<file path="src/rtl/bqrgb_pkg.sv">
`timescale 1ns / 1ps
// ----------------------------------------------------------------------------
// bqrgb_pkg
// Shared widths, register map, configuration type and gamma table for the
// Bayer quad to RGB color pipeline.
// ----------------------------------------------------------------------------
package bqrgb_pkg;

   localparam int PIX_W      = 8;
   localparam int GAIN_W     = 16;
   localparam int COEF_W     = 16;
   localparam int ROW_W      = 3 * COEF_W;
   localparam int WB_PROD_W  = PIX_W + GAIN_W;
   localparam int CCM_PROD_W = COEF_W + PIX_W + 1;
   localparam int CCM_ACC_W  = CCM_PROD_W + 2;
   localparam int CCM_FRAC_W = 10;
   localparam int WB_FRAC_W  = 8;
   localparam int CSR_DATA_W = 64;
   localparam int CSR_ADDR_W = 6;
   localparam int CSR_IDX_W  = 3;
   localparam int CSR_IDX_LO = 3;

   localparam logic [CCM_ACC_W-1:0] CCM_ROUND = CCM_ACC_W'(512);

   typedef enum logic [CSR_IDX_W-1:0] {
      REG_PEDESTAL     = 3'd0,
      REG_GAIN_RED     = 3'd1,
      REG_GAIN_GREEN   = 3'd2,
      REG_GAIN_BLUE    = 3'd3,
      REG_MATRIX_RED   = 3'd4,
      REG_MATRIX_GREEN = 3'd5,
      REG_MATRIX_BLUE  = 3'd6
   } csr_index_type;

   localparam logic [PIX_W-1:0]  PEDESTAL_RESET     = 8'd16;
   localparam logic [GAIN_W-1:0] GAIN_RED_RESET     = 16'd535;
   localparam logic [GAIN_W-1:0] GAIN_GREEN_RESET   = 16'd256;
   localparam logic [GAIN_W-1:0] GAIN_BLUE_RESET    = 16'd455;
   // coefficients r, g, b from high to low
   localparam logic [ROW_W-1:0]  MATRIX_RED_RESET   = 48'h061E_FE98_FF4A;
   localparam logic [ROW_W-1:0]  MATRIX_GREEN_RESET = 48'hFEDE_06AF_FE73;
   localparam logic [ROW_W-1:0]  MATRIX_BLUE_RESET  = 48'h0011_FDB6_0638;

   typedef struct packed {
      logic [PIX_W-1:0]  pedestal;
      logic [GAIN_W-1:0] gain_red;
      logic [GAIN_W-1:0] gain_green;
      logic [GAIN_W-1:0] gain_blue;
      logic [ROW_W-1:0]  matrix_row_red;
      logic [ROW_W-1:0]  matrix_row_green;
      logic [ROW_W-1:0]  matrix_row_blue;
   } cfg_type;

   localparam logic [PIX_W-1:0] GAMMA_ROM [0:255] = '{
        8'd0,   8'd13,  8'd22,  8'd28,  8'd34,  8'd38,  8'd42,  8'd46,
        8'd50,  8'd53,  8'd56,  8'd59,  8'd61,  8'd64,  8'd66,  8'd69,
        8'd71,  8'd73,  8'd75,  8'd77,  8'd79,  8'd81,  8'd83,  8'd85,
        8'd86,  8'd88,  8'd90,  8'd92,  8'd93,  8'd95,  8'd96,  8'd98,
        8'd99,  8'd101, 8'd102, 8'd104, 8'd105, 8'd106, 8'd108, 8'd109,
        8'd110, 8'd112, 8'd113, 8'd114, 8'd115, 8'd117, 8'd118, 8'd119,
        8'd120, 8'd121, 8'd122, 8'd124, 8'd125, 8'd126, 8'd127, 8'd128,
        8'd129, 8'd130, 8'd131, 8'd132, 8'd133, 8'd134, 8'd135, 8'd136,
        8'd137, 8'd138, 8'd139, 8'd140, 8'd141, 8'd142, 8'd143, 8'd144,
        8'd145, 8'd146, 8'd147, 8'd148, 8'd148, 8'd149, 8'd150, 8'd151,
        8'd152, 8'd153, 8'd154, 8'd155, 8'd155, 8'd156, 8'd157, 8'd158,
        8'd159, 8'd159, 8'd160, 8'd161, 8'd162, 8'd163, 8'd163, 8'd164,
        8'd165, 8'd166, 8'd167, 8'd167, 8'd168, 8'd169, 8'd170, 8'd170,
        8'd171, 8'd172, 8'd173, 8'd173, 8'd174, 8'd175, 8'd175, 8'd176,
        8'd177, 8'd178, 8'd178, 8'd179, 8'd180, 8'd180, 8'd181, 8'd182,
        8'd182, 8'd183, 8'd184, 8'd185, 8'd185, 8'd186, 8'd187, 8'd187,
        8'd188, 8'd189, 8'd189, 8'd190, 8'd190, 8'd191, 8'd192, 8'd192,
        8'd193, 8'd194, 8'd194, 8'd195, 8'd196, 8'd196, 8'd197, 8'd197,
        8'd198, 8'd199, 8'd199, 8'd200, 8'd200, 8'd201, 8'd202, 8'd202,
        8'd203, 8'd203, 8'd204, 8'd205, 8'd205, 8'd206, 8'd206, 8'd207,
        8'd208, 8'd208, 8'd209, 8'd209, 8'd210, 8'd210, 8'd211, 8'd212,
        8'd212, 8'd213, 8'd213, 8'd214, 8'd214, 8'd215, 8'd215, 8'd216,
        8'd216, 8'd217, 8'd218, 8'd218, 8'd219, 8'd219, 8'd220, 8'd220,
        8'd221, 8'd221, 8'd222, 8'd222, 8'd223, 8'd223, 8'd224, 8'd224,
        8'd225, 8'd226, 8'd226, 8'd227, 8'd227, 8'd228, 8'd228, 8'd229,
        8'd229, 8'd230, 8'd230, 8'd231, 8'd231, 8'd232, 8'd232, 8'd233,
        8'd233, 8'd234, 8'd234, 8'd235, 8'd235, 8'd236, 8'd236, 8'd237,
        8'd237, 8'd238, 8'd238, 8'd238, 8'd239, 8'd239, 8'd240, 8'd240,
        8'd241, 8'd241, 8'd242, 8'd242, 8'd243, 8'd243, 8'd244, 8'd244,
        8'd245, 8'd245, 8'd246, 8'd246, 8'd246, 8'd247, 8'd247, 8'd248,
        8'd248, 8'd249, 8'd249, 8'd250, 8'd250, 8'd251, 8'd251, 8'd251,
        8'd252, 8'd252, 8'd253, 8'd253, 8'd254, 8'd254, 8'd255, 8'd255
   };

endpackage

</file>
<file path="src/rtl/bqrgb_front.sv">
`timescale 1ns / 1ps
// ----------------------------------------------------------------------------
// bqrgb_front
// Stages 1 and 2: black level subtraction with green averaging, then
// white-balance gain with clamp to 8 bits.
// ----------------------------------------------------------------------------
module bqrgb_front (
   input  logic                        clock,
   input  logic                        reset,
   input  logic                        advance,
   input  bqrgb_pkg::cfg_type          cfg,
   input  logic                        in_valid,
   input  logic [bqrgb_pkg::PIX_W-1:0] blue_sample,
   input  logic [bqrgb_pkg::PIX_W-1:0] green_blue_row,
   input  logic [bqrgb_pkg::PIX_W-1:0] green_red_row,
   input  logic [bqrgb_pkg::PIX_W-1:0] red_sample,
   output logic                        s1_valid,
   output logic                        out_valid,
   output logic [bqrgb_pkg::PIX_W-1:0] out_red,
   output logic [bqrgb_pkg::PIX_W-1:0] out_green,
   output logic [bqrgb_pkg::PIX_W-1:0] out_blue
);

   localparam int PW = bqrgb_pkg::PIX_W;
   localparam int MW = bqrgb_pkg::WB_PROD_W;
   localparam int FW = bqrgb_pkg::WB_FRAC_W;

   logic          v1_ff, v2_ff;
   logic [PW-1:0] r1_ff, g1_ff, b1_ff;
   logic [PW-1:0] r1_in, g1_in, b1_in;
   logic [PW-1:0] gb1, gr1;
   logic [PW:0]   gsum;
   logic [PW-1:0] r2_ff, g2_ff, b2_ff;
   logic [PW-1:0] r2_in, g2_in, b2_in;
   logic [MW-1:0] rp, gp, bp;

   function automatic logic [PW-1:0] sub_floor0(input logic [PW-1:0] s,
                                                input logic [PW-1:0] k);
      return (s > k) ? PW'(s - k) : '0;
   endfunction

   function automatic logic [PW-1:0] clamp_wb(input logic [MW-1:0] p);
      return (|p[MW-1:FW+PW]) ? {PW{1'b1}} : p[FW+PW-1:FW];
   endfunction

   // stage 1
   always_comb begin
      b1_in = sub_floor0(blue_sample, cfg.pedestal);
      gb1   = sub_floor0(green_blue_row, cfg.pedestal);
      gr1   = sub_floor0(green_red_row, cfg.pedestal);
      r1_in = sub_floor0(red_sample, cfg.pedestal);
      gsum  = {1'b0, gb1} + {1'b0, gr1};
      g1_in = gsum[PW:1];
   end

   // stage 2
   always_comb begin
      rp    = MW'(r1_ff) * MW'(cfg.gain_red);
      gp    = MW'(g1_ff) * MW'(cfg.gain_green);
      bp    = MW'(b1_ff) * MW'(cfg.gain_blue);
      r2_in = clamp_wb(rp);
      g2_in = clamp_wb(gp);
      b2_in = clamp_wb(bp);
   end

   always_ff @(posedge clock) begin
      if (reset) begin
         v1_ff <= 1'b0;
         v2_ff <= 1'b0;
      end else if (advance) begin
         v1_ff <= in_valid;
         v2_ff <= v1_ff;
      end
   end

   always_ff @(posedge clock) begin
      if (advance) begin
         r1_ff <= r1_in;
         g1_ff <= g1_in;
         b1_ff <= b1_in;
         r2_ff <= r2_in;
         g2_ff <= g2_in;
         b2_ff <= b2_in;
      end
   end

   assign s1_valid  = v1_ff;
   assign out_valid = v2_ff;
   assign out_red   = r2_ff;
   assign out_green = g2_ff;
   assign out_blue  = b2_ff;

endmodule

</file>
<file path="config.mk">
export PLATFORM = sky130hd
export DESIGN_NAME = bqrgb_front
export DESIGN_NICKNAME = d
export VERILOG_FILES = /design/src/rtl/bqrgb_pkg.sv /design/src/rtl/bqrgb_front.sv
export SDC_FILE = /design/constraint.sdc
export NUM_CORES = 1
export LEC_CHECK = 0
export ABC_AREA = 1
export BUFFER_PORTS_ARGS = -buffer_cell sky130_fd_sc_hd__buf_2
export CAP_MARGIN = 25
export CORE_MARGIN = 1.5
export CORE_UTILIZATION = 50
export DETAILED_ROUTE_END_ITERATION = 12
export PLACE_DENSITY = 0.81
export RECOVER_POWER = 100
export SETUP_SLACK_MARGIN = 0.02
export SLEW_MARGIN = 20
export SYNTH_ARGS = -nofsm -noshare
export SYNTH_HDL_FRONTEND = slang
export SYNTH_SLANG_ARGS = --single-unit
</file>
<file path="constraint.sdc">
create_clock -name clock -period 7.8 [get_ports clock]
set_input_delay 0.78 -clock clock [delete_from_list [all_inputs] [get_ports clock]]
set_output_delay 0.78 -clock clock [all_outputs]
set_load 0.01 [all_outputs]
</file>
# == Word level (Yosys, flattened, before mapping) ==
# Index checks and enable logic that the tools add are counted.
# classes
addsub,5
mul,3
order_cmp,4
mux,2
reduce_logical,3
# ops
op,n
$mul A8 B16 Y24,3
$gt A8 B8 Y1,4
$sub A8 B8 Y8,4
$reduce_or A8 Y1,3
$mux W8,2
$add A8 B8 Y9,1
# word_totals
ff_bits,50
inputBits,236
out_inout_bits,26

# == Depth between registers and ports, before layout ==
# Gate-level depths: netlist of the first run.
# depth
ltp_word,3
ltp_mapped,27
mapped_depth_nobuf,25

# == Worst setup path after synthesis of the first run ==
# OpenSTA, ideal clock, no wires.
# synth_path
kind,input to register
start,input cfg[156] in the netlist's numbering
end,register b2_ff[0] (netlist: out_blue[0]) (data pin)
setup_ns,0.265
t_arrival_ns,4.518
required_time_ns,7.535
setup_slack_ns,3.017
stages,21
path_buffers,1
cell_sequence,clkbuf_1 nand2_1 fa_1 inv_1 fa_1 fa_1 inv_1 fa_1 inv_1 ha_1 nand2_1 inv_2 nand3_1 nor3_1 nand3_1 nand3_1 nand2_1 nand2_1 nand2_1 nor2_4 nand3_1
# synth_via
elab_chain_len,2
# synth_lines
item,line_no,source
"start, declared",bqrgb_front.sv:11,"input bqrgb_pkg::cfg_type cfg,"
$mul A8 B16 Y24,bqrgb_front.sv:60,bp = MW'(b1_ff) * MW'(cfg.gain_blue);
$reduce_or A8 Y1,bqrgb_front.sv:43,return (|p[MW-1:FW+PW]) ? {PW{1'b1}} : p[FW+PW-1:FW];
"end signal, assigned",bqrgb_front.sv:83,b2_ff <= b2_in;
"end, declared",bqrgb_front.sv:33,"logic [PW-1:0] r2_ff, g2_ff, b2_ff;"
# Every way passes these cells.
# A chain may end at the register's enable or synchronous reset.

# == Worst setup path after layout of the first run ==
# layout_path
start,register r1_ff[2]
end,register r2_ff[3] (netlist: out_red[3]) (data pin)
# layout_via
elab_chain_len,2
# layout_lines
item,line_no,source
"start, declared",bqrgb_front.sv:29,"logic [PW-1:0] r1_ff, g1_ff, b1_ff;"
"start signal, assigned",bqrgb_front.sv:78,r1_ff <= r1_in;
$mul A8 B16 Y24 *,bqrgb_front.sv:58,rp = MW'(r1_ff) * MW'(cfg.gain_red);
$reduce_or A8 Y1,bqrgb_front.sv:43,
"end signal, assigned",bqrgb_front.sv:81,r2_ff <= r2_in;
"end, declared",bqrgb_front.sv:33,
# Every way passes the cells marked *; elsewhere a longest branch is shown, timed or not.

==> results of run 1 <==
per-layer routing:
layer,share of wire,global-route usage,vias up
met5,0,0,-
met4,0.019,0.0561,0
met3,0.060,0.0262,65
met1,0.43,0.304,6813
li1,-,-,7047
met2,0.49,0.427,504
worst min-delay path, cell delays in order, from the launching register on:
cell,delay [ns]
dfxtp_1,0.33
nand2_1,0.06
a21oi_1,0.05
final timing paths:
| kind | slack [ns] | cells after the start | to | from |
|---|---|---|---|---|
| worst max-delay path | 2.36 | 16 | out_red[3]$_SDFFCE_PP1P_ | r1_ff[2]$_SDFFCE_PP0P_ |
| worst max register to register | 2.36 | 16 | out_red[3]$_SDFFCE_PP1P_ | r1_ff[2]$_SDFFCE_PP0P_ |
| worst min-delay path | 0.48 | 2 | out_valid$_SDFFE_PP0P_ | out_valid$_SDFFE_PP0P_ |
| worst min register to register | 0.48 | 2 | out_valid$_SDFFE_PP0P_ | out_valid$_SDFFE_PP0P_ |
registers in the layout, indices dropped and copies added (netlist names):
| register | cells |
|---|---|
| out_green | 8 |
| r1_ff | 8 |
| g1_ff | 8 |
| s1_valid | 1 |
| out_valid | 1 |
| out_blue | 8 |
| out_red | 8 |
| b1_ff | 8 |
area by class of cell:
cell class                      count  area share
Clock buffer                        5     0.00712
Antenna cell                        1    0.000142
Tap cell                          442      0.0315
Sequential cell                    50      0.0843
Multi-Input combinational cell   1576       0.703
Timing Repair Buffer              118      0.0315
Clock inverter                      3     0.00242
Inverter                          657       0.140
cells by family after synthesis:
logic type | Yosys count
compound gates | 183
xor+xnor | 40
fa+ha+maj | 416
simple gates | 937
buf+inv | 748
flops | 50
layout by cell type (no fill, tap or decap), types with 6 or more instances in the layout:
| cell | count |
|---|---|
| edfxtp_1 | 48 |
| clkbuf_1 | 29 |
| inv_1 | 646 |
| nand2_1 | 654 |
| o21ai_1 | 8 |
| nand3_1 | 85 |
| o21bai_1 | 9 |
| nand4_1 | 22 |
| nor2_1 | 107 |
| xor2_1 | 24 |
| buf_2 | 89 |
| nand2_2 | 26 |
| fa_1 | 254 |
| o21ai_0 | 34 |
| a21oi_1 | 107 |
| nor3_1 | 18 |
| a31oi_1 | 6 |
| inv_2 | 11 |
| xnor2_1 | 16 |
| ha_1 | 162 |
| a21o_1 | 7 |
stage by stage:
stage                     area, µm²  hold slack (ns)  utilization  instances  setup WS (ns)
after detailed placement      17500            0.464        0.534       2843           2.52
after global routing          17600            0.491        0.538       2851           1.97
after global placement        17500            0.448        0.534       2843           2.58
final                         17600            0.483        0.538       2852           2.36
after CTS                     17600            0.477        0.540       2851           2.63
after floorplan               16700            0.477            -       2374           3.02
==> impl_metrics.csv, run 1 <==
group,metric,value,unit
clock_tree,cts.sinks,50,
global_route,grt_max_degree,52,
synth,ys_seq_area_frac,0.0888,
timing,timing.fmax,184,MHz
synth,synthCells,2374,
worst_setup_path,arrival,5.46,ns
cells_and_area,nFillCells,3159,
min_path,hp-class,"flop to flop",
timing,fin_tns_setup,0,ns
clock_tree,cts_root_buf,"clkbuf_16",
cells_and_area,fin_nets,3060,
status,outcome,"complete, but fails checks",
synth,synth_fa_ha_area_frac,0.426,
synth,synth.distinct_cells,37,
worst_setup_path,critPathSlowestCell,"edfxtp_1",
die,die_width,186,µm
synth,yosysMostFrequentCell,"nand2_1",
worst_setup_path,critPathCaptureType,"flop",
timing,finalSetupViolCount,0,
clock_tree,insertion_delay,0.31,ns
worst_setup_path,crit_fanout,16,
routing,postRouteAntennaNets,0,
global_route,grt_pass1_vias,14900,
die,pin_count,262,
worst_setup_path,cpPeakStageDelay,0.82,ns
routing,routedWlPerCell,13.4,µm
synth,synth-simple-area-share,0.235,
worst_setup_path,critPathKind,"flop to flop",
flow_run,cap_violations,1,
die,dieArea,34500,µm²
synth,syn_avg_cell_area,7.03,µm²
timing,worst_pin_slew,3.25,ns
synth,synthXorXnorAreaFrac,0.0210,
worst_setup_path,required,7.82,ns
synth,yosys-top-cells-count,"654 x nand2_1, 645 x inv_1, 254 x fa_1",
worst_setup_path,critPathBufInv,2,
timing,slew_headroom,-1.17,
die,placementRows,66,
worst_setup_path,crit_path_start_kind,"flop",
placed_design,dp_hpwl,32200,µm
routing,viasPerCell,5.06,
routing,num_vias,14400,
timing,grt_setup_unrepaired,"no",
synth,ys_ff_latch,50,
synth,yosysWarnings,0,
synth,synth_compound_area_frac,0.0600,
synth,synth.area.top_cells,"fa_1 30%, nand2_1 15%, inv_1 15%",
synth,synth_area,16700,µm²
cells_and_area,area_growth,5.37,%
synth,synthesis.nets,3026,
routing,drc,0,
routing,drt_wl_total,38200,µm
timing,hold_viol,0,
clock_tree,cts_buffer_depth,2,
clock_tree,cts-buffers-inserted,5,
cells_and_area,multi_input_area,12400,µm²
routing,first_pass_iters,6,
synth,synth-main-ff-cell,"edfxtp_1",
global_route,grt_pass1_wl,67200,µm
synth,yosysTopAreaCell,"fa_1",
cells_and_area,regArea,1480,µm²
timing,period_share,0.697,
synth,synthMuxAreaShare,0,
synth,yosys.area.top_type_share,0.305,
die,fp.coreArea,32700,µm²
synth,synthArstFlopShare,0,
clock_tree,cts_htree_levels,2,
global_route,antenna_found_initial,1,
worst_setup_path,crit_family,"adder cells",
timing,skew,0.0144,ns
clock_tree,cts_tree,"done",
clock_tree,cts.clk_slew.worst_paths,0.08,ns
placed_design,gp_congestion,0.950,
synth,synth-edff-count,48,
synth,synth_top_family_by_area,"adder cells",
placed_design,port_buffers,117,
cells_and_area,drive_above_1_share,0.0627,
die,start_util,0.510,
clock_tree,postCtsSetupRepairBufs,0,
global_route,grt_usage,0.237,
routing,drt_iter0_drc,1022,
clock_tree,cts_hold_buf,0,
timing,period_minus_slack,5.44,ns
timing,slew_violations,52,
die,dieHeight,186,µm
worst_setup_path,crit_chain,"nand2_1 > fa_1 > fa_1 > fa_1 > fa_1 > inv_1 > ha_1 > nand2_1 > nor2_1 > inv_1 > nor3_1 > nand3_1 > nand3_1 > nand3_1 > nor2_1 > nand3_1",
global_route,grt_overflow,0,
status,failed_checks,"max-capacitance violations, max-slew violations",
clock_tree,ctsResizeCount,0,
Power of run 1 is left out: the tool's default activity adds up to more than one toggle a clock period on the data nets, which glitch-free logic cannot reach.
==> inputs of run 2 (changes only) <==
==> constraint.sdc (replaced) <==
create_clock -name clock -period 5.5 [get_ports clock]
set_input_delay 0.55 -clock clock [delete_from_list [all_inputs] [get_ports clock]]
set_output_delay 0.55 -clock clock [all_outputs]
set_load 0.01 [all_outputs]
==> run 2 against run 1 <==
The run still ends with max-capacitance violations, max-slew violations left. Clock-buffer cell count did not move. Design area is 0.18% higher. Setup slack got worse by 2.0 ns. Sequential share of layout area about the same. Register-to-register slack got worse by 2.0 ns. Critical endpoint is now out_green[3]$_SDFFCE_PP1P_. Largest cell class unchanged. Highest routed layer unchanged.
==> impl_metrics.csv, run 2 (synthesis results as in run 1) <==
group,metric,value,unit
worst_setup_path,arrival,5.17,ns
routing,routedWlPerCell,13.4,µm
routing,drc,0,
clock_tree,cts_buffer_depth,2,
worst_setup_path,ff2ff_setup_slack,0.37,ns
global_route,antenna_found_initial,3,
placed_design,dp_hpwl,32300,µm
worst_setup_path,path_common_cell,"nand2_1",
status,outcome,"complete, but fails checks",
timing,finalSetupViolCount,0,
worst_setup_path,critPathCaptureType,"flop",
worst_setup_path,critPathKind,"flop to flop",
worst_setup_path,r2r_start,"g1_ff[2]$_DFFE_PP_",
worst_setup_path,timing.rr.end,"out_green[3]$_SDFFCE_PP1P_",
global_route,grt_max_degree,52,
worst_setup_path,cpPeakStageDelay,0.79,ns
placed_design,placed_cell_area,17500,µm²
worst_setup_path,rr_worst_depth,20,
min_path,hold_path_depth,2,
clock_tree,cts_htree_levels,2,
min_path,hold_end,"s1_valid$_SDFFE_PP0P_",
clock_tree,cts_tree,"done",
timing,timing.fmax,195,MHz
placed_design,gp_congestion,0.946,
cells_and_area,regArea,1480,µm²
routing,drt_wl_total,38300,µm
min_path,hp-class,"input pin to flop",
cells_and_area,design_area,17600,µm²
placed_design,dp_cells,2846,
min_path,hp-start,"reset",
timing,slew_violations,52,
cells_and_area,final_cells,2857,
timing,slew_headroom,-1.19,
clock_tree,ctsResizeCount,0,
status,failed_checks,"max-capacitance violations, max-slew violations",
die,pin_count,262,
clock_tree,cts.clk_slew.worst_paths,0.09,ns
die,placementRows,66,
die,fp.coreArea,32700,µm²
clock_tree,insertion_delay,0.32,ns
routing,drt_iter0_drc,894,
routing,viasPerCell,5.05,
cells_and_area,fin_nets,3063,
die,dieHeight,186,µm
worst_setup_path,crit_path_start_kind,"flop",
timing,hold_viol,0,
worst_setup_path,crit_chain,"nand2_1 > fa_1 > inv_1 > fa_1 > fa_1 > inv_1 > fa_1 > inv_1 > ha_1 > nand2_1 > inv_1 > nand2_1 > nor3_2 > nand4_1 > nand3_1 > nand2_1 > nand2_1 > nand2_1 > nor2_2 > nand3_1",
die,die_width,186,µm
timing,period_minus_slack,5.13,ns
global_route,grt_overflow,0,
global_route,grt_pass1_vias,14700,
worst_setup_path,critPathSlowestCell,"edfxtp_1",
timing,period_share,0.934,
worst_setup_path,crit_fanout,16,
clock_tree,cts_root_buf,"clkbuf_16",
cells_and_area,drive_above_1_share,0.0659,
die,dieArea,34500,µm²
cells_and_area,final_common_cell,"nand2_1",
placed_design,port_buffers,117,
timing,fin_tns_setup,0,ns
timing,skew,0.0255,ns
cells_and_area,area_growth,5.56,%
global_route,grt_pass1_wl,66100,µm
cells_and_area,final_cell_mix,"654 x nand2_1, 647 x inv_1, 254 x fa_1, 162 x ha_1, 107 x a21oi_1",
timing,worst_pin_slew,3.29,ns
timing,grt_setup_unrepaired,"no",
routing,postRouteAntennaNets,0,
cells_and_area,nFillCells,3193,
worst_setup_path,required,5.53,ns
routing,first_pass_iters,5,
flow_run,cap_violations,1,
die,start_util,0.510,
routing,num_vias,14400,
clock_tree,cts_hold_buf,0,
clock_tree,cts-buffers-inserted,5,
cells_and_area,fin_util,0.539,
clock_tree,cts.sinks,50,
clock_tree,postCtsSetupRepairBufs,0,
cells_and_area,multi_input_area,12400,µm²
global_route,grt_usage,0.234,
worst_setup_path,startpoint,"g1_ff[2]$_DFFE_PP_",
==> run 2: changes by cell type in the layout (fill, tap and decap cells not counted), moves of 2 or more <==
cell | previous run | this run
nor2_2 | 1 | 3
diode_2 | 1 | 3
buf_4 | 0 | 3
clkinv_4 | 0 | 2
nor2_1 | 107 | 104
==> run 2: area by class of cell <==
class | instances | share of cell area
diodes | 3 | 0.000426
clock buffers | 5 | 0.00710
clock inverters | 3 | 0.00163
inverters | 657 | 0.140
multi-input cells | 1576 | 0.702
flip-flops and latches | 50 | 0.0841
well taps | 442 | 0.0314
repair buffers | 121 | 0.0328
==> run 2: how the worst max path moves through the flow <==
stage                     cells past startpoint  slack (ns)                         end
after floorplan                              22        0.92    out_red[0]$_SDFFCE_PP1P_
after global placement                       18        0.56    out_red[1]$_SDFFCE_PP1P_
after detailed placement                     20        0.48   out_blue[1]$_SDFFCE_PP1P_
after CTS                                    18        0.46  out_green[3]$_SDFFCE_PP1P_
after global routing                         16        0.03    out_red[1]$_SDFFCE_PP1P_
final                                        20        0.37  out_green[3]$_SDFFCE_PP1P_
==> run 2: per-stage QoR <==
stage,hold WS [ns],worst slack (ns)
4_1_cts,0.382,0.461
3_3_place_gp,0.448,0.557
3_5_place_dp,0.458,0.479
2_1_floorplan,0.477,0.917
6_report,0.383,0.365
5_1_grt,0.398,0.0269
==> run 2: layer usage <==
layer	global-route usage	up-vias	share of wire
met4	0.0677	0	0.023
met5	0	-	0
met3	0.0270	70	0.068
met2	0.416	545	0.48
met1	0.299	6755	0.42
li1	-	7063	-
==> run 2: critical path: cells and delay by family, from the launching register on <==
family	cells	cell delay (ns)
flops	1	0.79
fa+ha+maj	5	2.39
simple gates	11	1.42
buf+inv	4	0.23
Power of run 2 is left out for the same reason.
==> inputs of run 3 (changes only) <==
--- a/config.mk
+++ b/config.mk
@@ -5,13 +5,13 @@
 export SDC_FILE = /design/constraint.sdc
 export NUM_CORES = 1
 export LEC_CHECK = 0
-export ABC_AREA = 1
 export BUFFER_PORTS_ARGS = -buffer_cell sky130_fd_sc_hd__buf_2
 export CAP_MARGIN = 25
 export CORE_MARGIN = 1.5
 export CORE_UTILIZATION = 50
 export DETAILED_ROUTE_END_ITERATION = 12
-export PLACE_DENSITY = 0.81
+export MAX_ROUTING_LAYER = met4
+export PLACE_DENSITY = 0.82
 export RECOVER_POWER = 100
 export SETUP_SLACK_MARGIN = 0.02
 export SLEW_MARGIN = 20
==> run 3 against run 2 <==
The flow still finishes with violations (max-capacitance violations, max-slew violations). Largest cell class unchanged. Design area fell by 6.8%. Area after synthesis is 12% lower. Global-route usage increased by 0.92 points.
==> impl_metrics.csv, run 3 <==
group,metric,value,unit
status,outcome,"complete, but fails checks",
status,failed_checks,"max-capacitance violations, max-slew violations",
clock_tree,cts_htree_levels,2,
clock_tree,cts_root_buf,"clkbuf_16",
timing,fin_tns_setup,0,ns
placed_design,gp_congestion,0.880,
timing,hold_viol,0,
routing,first_pass_iters,5,
synth,yosys.area.top_type_share,0.346,
worst_setup_path,critPathSlowestCell,"fa_1",
die,start_util,0.510,
routing,num_vias,11700,
worst_setup_path,crit_fanout,11,
worst_setup_path,crit_chain,"buf_12 > and2_1 > fa_1 > fa_1 > inv_1 > fa_1 > inv_1 > fa_1 > ha_1 > nor4_1 > o21ai_2 > a31oi_4 > o21ai_1 > a211oi_1 > o211ai_1 > a211o_4 > or3_1",
min_path,hp-class,"input pin to flop",
die,pin_count,262,
synth,synthCells,1593,
clock_tree,insertion_delay,0.31,ns
cells_and_area,design_area,16400,µm²
cells_and_area,final_cell_mix,"282 x and2_1, 254 x fa_1, 238 x inv_1, 159 x ha_1, 134 x nand2_1",
timing,period_minus_slack,5.34,ns
worst_setup_path,ff2ff_setup_slack,0.16,ns
cells_and_area,drive_above_1_share,0.106,
synth,yosys-top-cells-count,"285 x and2_1, 254 x fa_1, 238 x inv_1",
timing,finalSetupViolCount,0,
power_and_ir_drop,p_leak,0.00796,µW
global_route,grt_usage,0.243,
timing,timing.fmax,187,MHz
worst_setup_path,required,5.54,ns
synth,synthesis.nets,2245,
timing,skew,0.0134,ns
clock_tree,cts-buffers-inserted,5,
routing,drt_iter0_drc,616,
power_and_ir_drop,design_power_total,10000,µW
synth,synthArstFlopShare,0,
worst_setup_path,r2r_start,"b1_ff[2]$_SDFFCE_PP0P_",
worst_setup_path,critPathBufInv,3,
synth,synth_area,14700,µm²
global_route,grt_overflow,0,
routing,postRouteAntennaNets,0,
placed_design,dp_hpwl,28300,µm
routing,drc,0,
synth,synth.distinct_cells,57,
worst_setup_path,cpPeakStageDelay,0.54,ns
power_and_ir_drop,ir_drop,0.000555,V
clock_tree,cts_tree,"done",
worst_setup_path,crit_path_start_kind,"flop",
cells_and_area,area_growth,11.6,%
synth,synth-edff-count,48,
placed_design,placed_cell_area,16000,µm²
clock_tree,cts_hold_buf,0,
timing,period_share,0.972,
routing,routedWlPerCell,16.0,µm
synth,synth.area.top_cells,"fa_1 35%, ha_1 14%, and2_1 12%",
synth,ys_seq_area_frac,0.101,
timing,slew_headroom,-0.956,
clock_tree,cts.sinks,50,
worst_setup_path,path_common_cell,"fa_1",
synth,yosysWarnings,0,
global_route,grt_pass1_vias,12600,
die,die_width,175,µm
synth,yosysTopAreaCell,"fa_1",
worst_setup_path,critPathCaptureType,"flop",
flow_run,cap_violations,1,
worst_setup_path,startpoint,"b1_ff[2]$_SDFFCE_PP0P_",
min_path,hp-start,"reset",
die,dieArea,30500,µm²
timing,worst_pin_slew,2.93,ns
die,fp.coreArea,28900,µm²
global_route,grt_pass1_wl,58500,µm
worst_setup_path,arrival,5.39,ns
synth,synth-main-ff-cell,"edfxtp_1",
worst_setup_path,crit_family,"adder cells",
global_route,grt_max_degree,51,
clock_tree,cts.clk_slew.worst_paths,0.08,ns
worst_setup_path,critPathKind,"flop to flop",
synth,yosysMostFrequentCell,"and2_1",
placed_design,port_buffers,117,
routing,drt_wl_total,34100,µm
die,placementRows,62,
routing,viasPerCell,5.47,
die,dieHeight,175,µm
timing,slew_violations,51,
global_route,antenna_found_initial,4,
power_and_ir_drop,power_density,612,nW/µm²
synth,syn_avg_cell_area,9.23,µm²
cells_and_area,fin_nets,2401,
clock_tree,cts_buffer_depth,2,
synth,ys_ff_latch,50,
cells_and_area,final_common_cell,"and2_1",
[run 3: cell count changes after synthesis, moves of 26 or more]
cell	delta
a21oi_1	-65
a21o_1	+31
nand2_2	-26
inv_1	-407
and2_1	+284
nand3_1	-72
nand2_1	-520
clkbuf_1	-54
[run 3: cells by family (layout without fill, tap and decap cells)]
group | Yosys count | in the layout | synth area share
simple gates | 601 | 601 | 0.219
fa+ha+maj | 416 | 416 | 0.484
buf+inv | 264 | 421 | 0.0674
compound gates | 199 | 199 | 0.0904
xor+xnor | 56 | 56 | 0.0339
flops | 50 | 50 | 0.101
mux | 7 | 7 | 0.00493
other cells | 0 | 4 | 0
[run 3: final timing paths]
kind                                                   to  cells after the start
worst max-delay path            out_blue[2]$_SDFFCE_PP1P_                     17
worst min-delay path                s1_valid$_SDFFE_PP0P_                      2
worst max register to register  out_blue[2]$_SDFFCE_PP1P_                     17
worst min register to register      s1_valid$_SDFFE_PP0P_                      2
[run 3: worst register-to-register path, stage by stage (launching register included)]
cell,delay (ns)
edfxtp_1,0.43
buf_12,0.17
and2_1,0.16
fa_1,0.46
fa_1,0.50
inv_1,0.06
fa_1,0.54
inv_1,0.06
fa_1,0.44
ha_1,0.21
nor4_1,0.31
o21ai_2,0.16
a31oi_4,0.25
o21ai_1,0.15
a211oi_1,0.29
o211ai_1,0.14
a211o_4,0.41
or3_1,0.36
[run 3: routing by layer]
metal | track usage | up-vias | routed length (µm) | part of all wire
met2 | 0.409 | 323 | 17100 | 0.50
met3 | 0.0357 | 69 | 1760 | 0.051
met1 | 0.297 | 5848 | 14200 | 0.42
li1 | - | 5456 | - | -
met4 | 0.0901 | 0 | 1040 | 0.031
met5 | - | - | 0 | 0
[run 3: stage by stage]
step | utilization | hold slack, ns | std cells | worst slack [ns]
2_1_floorplan | - | 0.528 | 1593 | 0.401
5_1_grt | 0.569 | 0.424 | 2138 | -0.0162
3_3_place_gp | 0.553 | 0.471 | 2103 | 0.0291
6_report | 0.569 | 0.422 | 2138 | 0.155
3_5_place_dp | 0.553 | 0.525 | 2103 | -0.104
4_1_cts | 0.560 | 0.408 | 2115 | 0.0169
[run 3: area by class of cell]
class                      count  area [µm²]
fill                        2553       12400
multi-input combinational   1279       12400
tap                          384         480
clock buffer                   5         125
sequential                    50        1480
inverter                     238         893
timing repair buffer         175        1020
clock inverter                 3        42.5
antenna                        4        10.0
[run 3: what timing repair did]
action,CTS,global route
endpoints found under the setup margin,6,24
pin swaps,1,4
buffers inserted,4,19
gates resized for setup,1,23
[run 3: report_power, final]
group          internal, µW  switching (µW)
logic                  4040            5080
clock network           215             154
registers               489            63.8
total                  4750            5300
No activity file was read; power rests on OpenSTA's default activity.
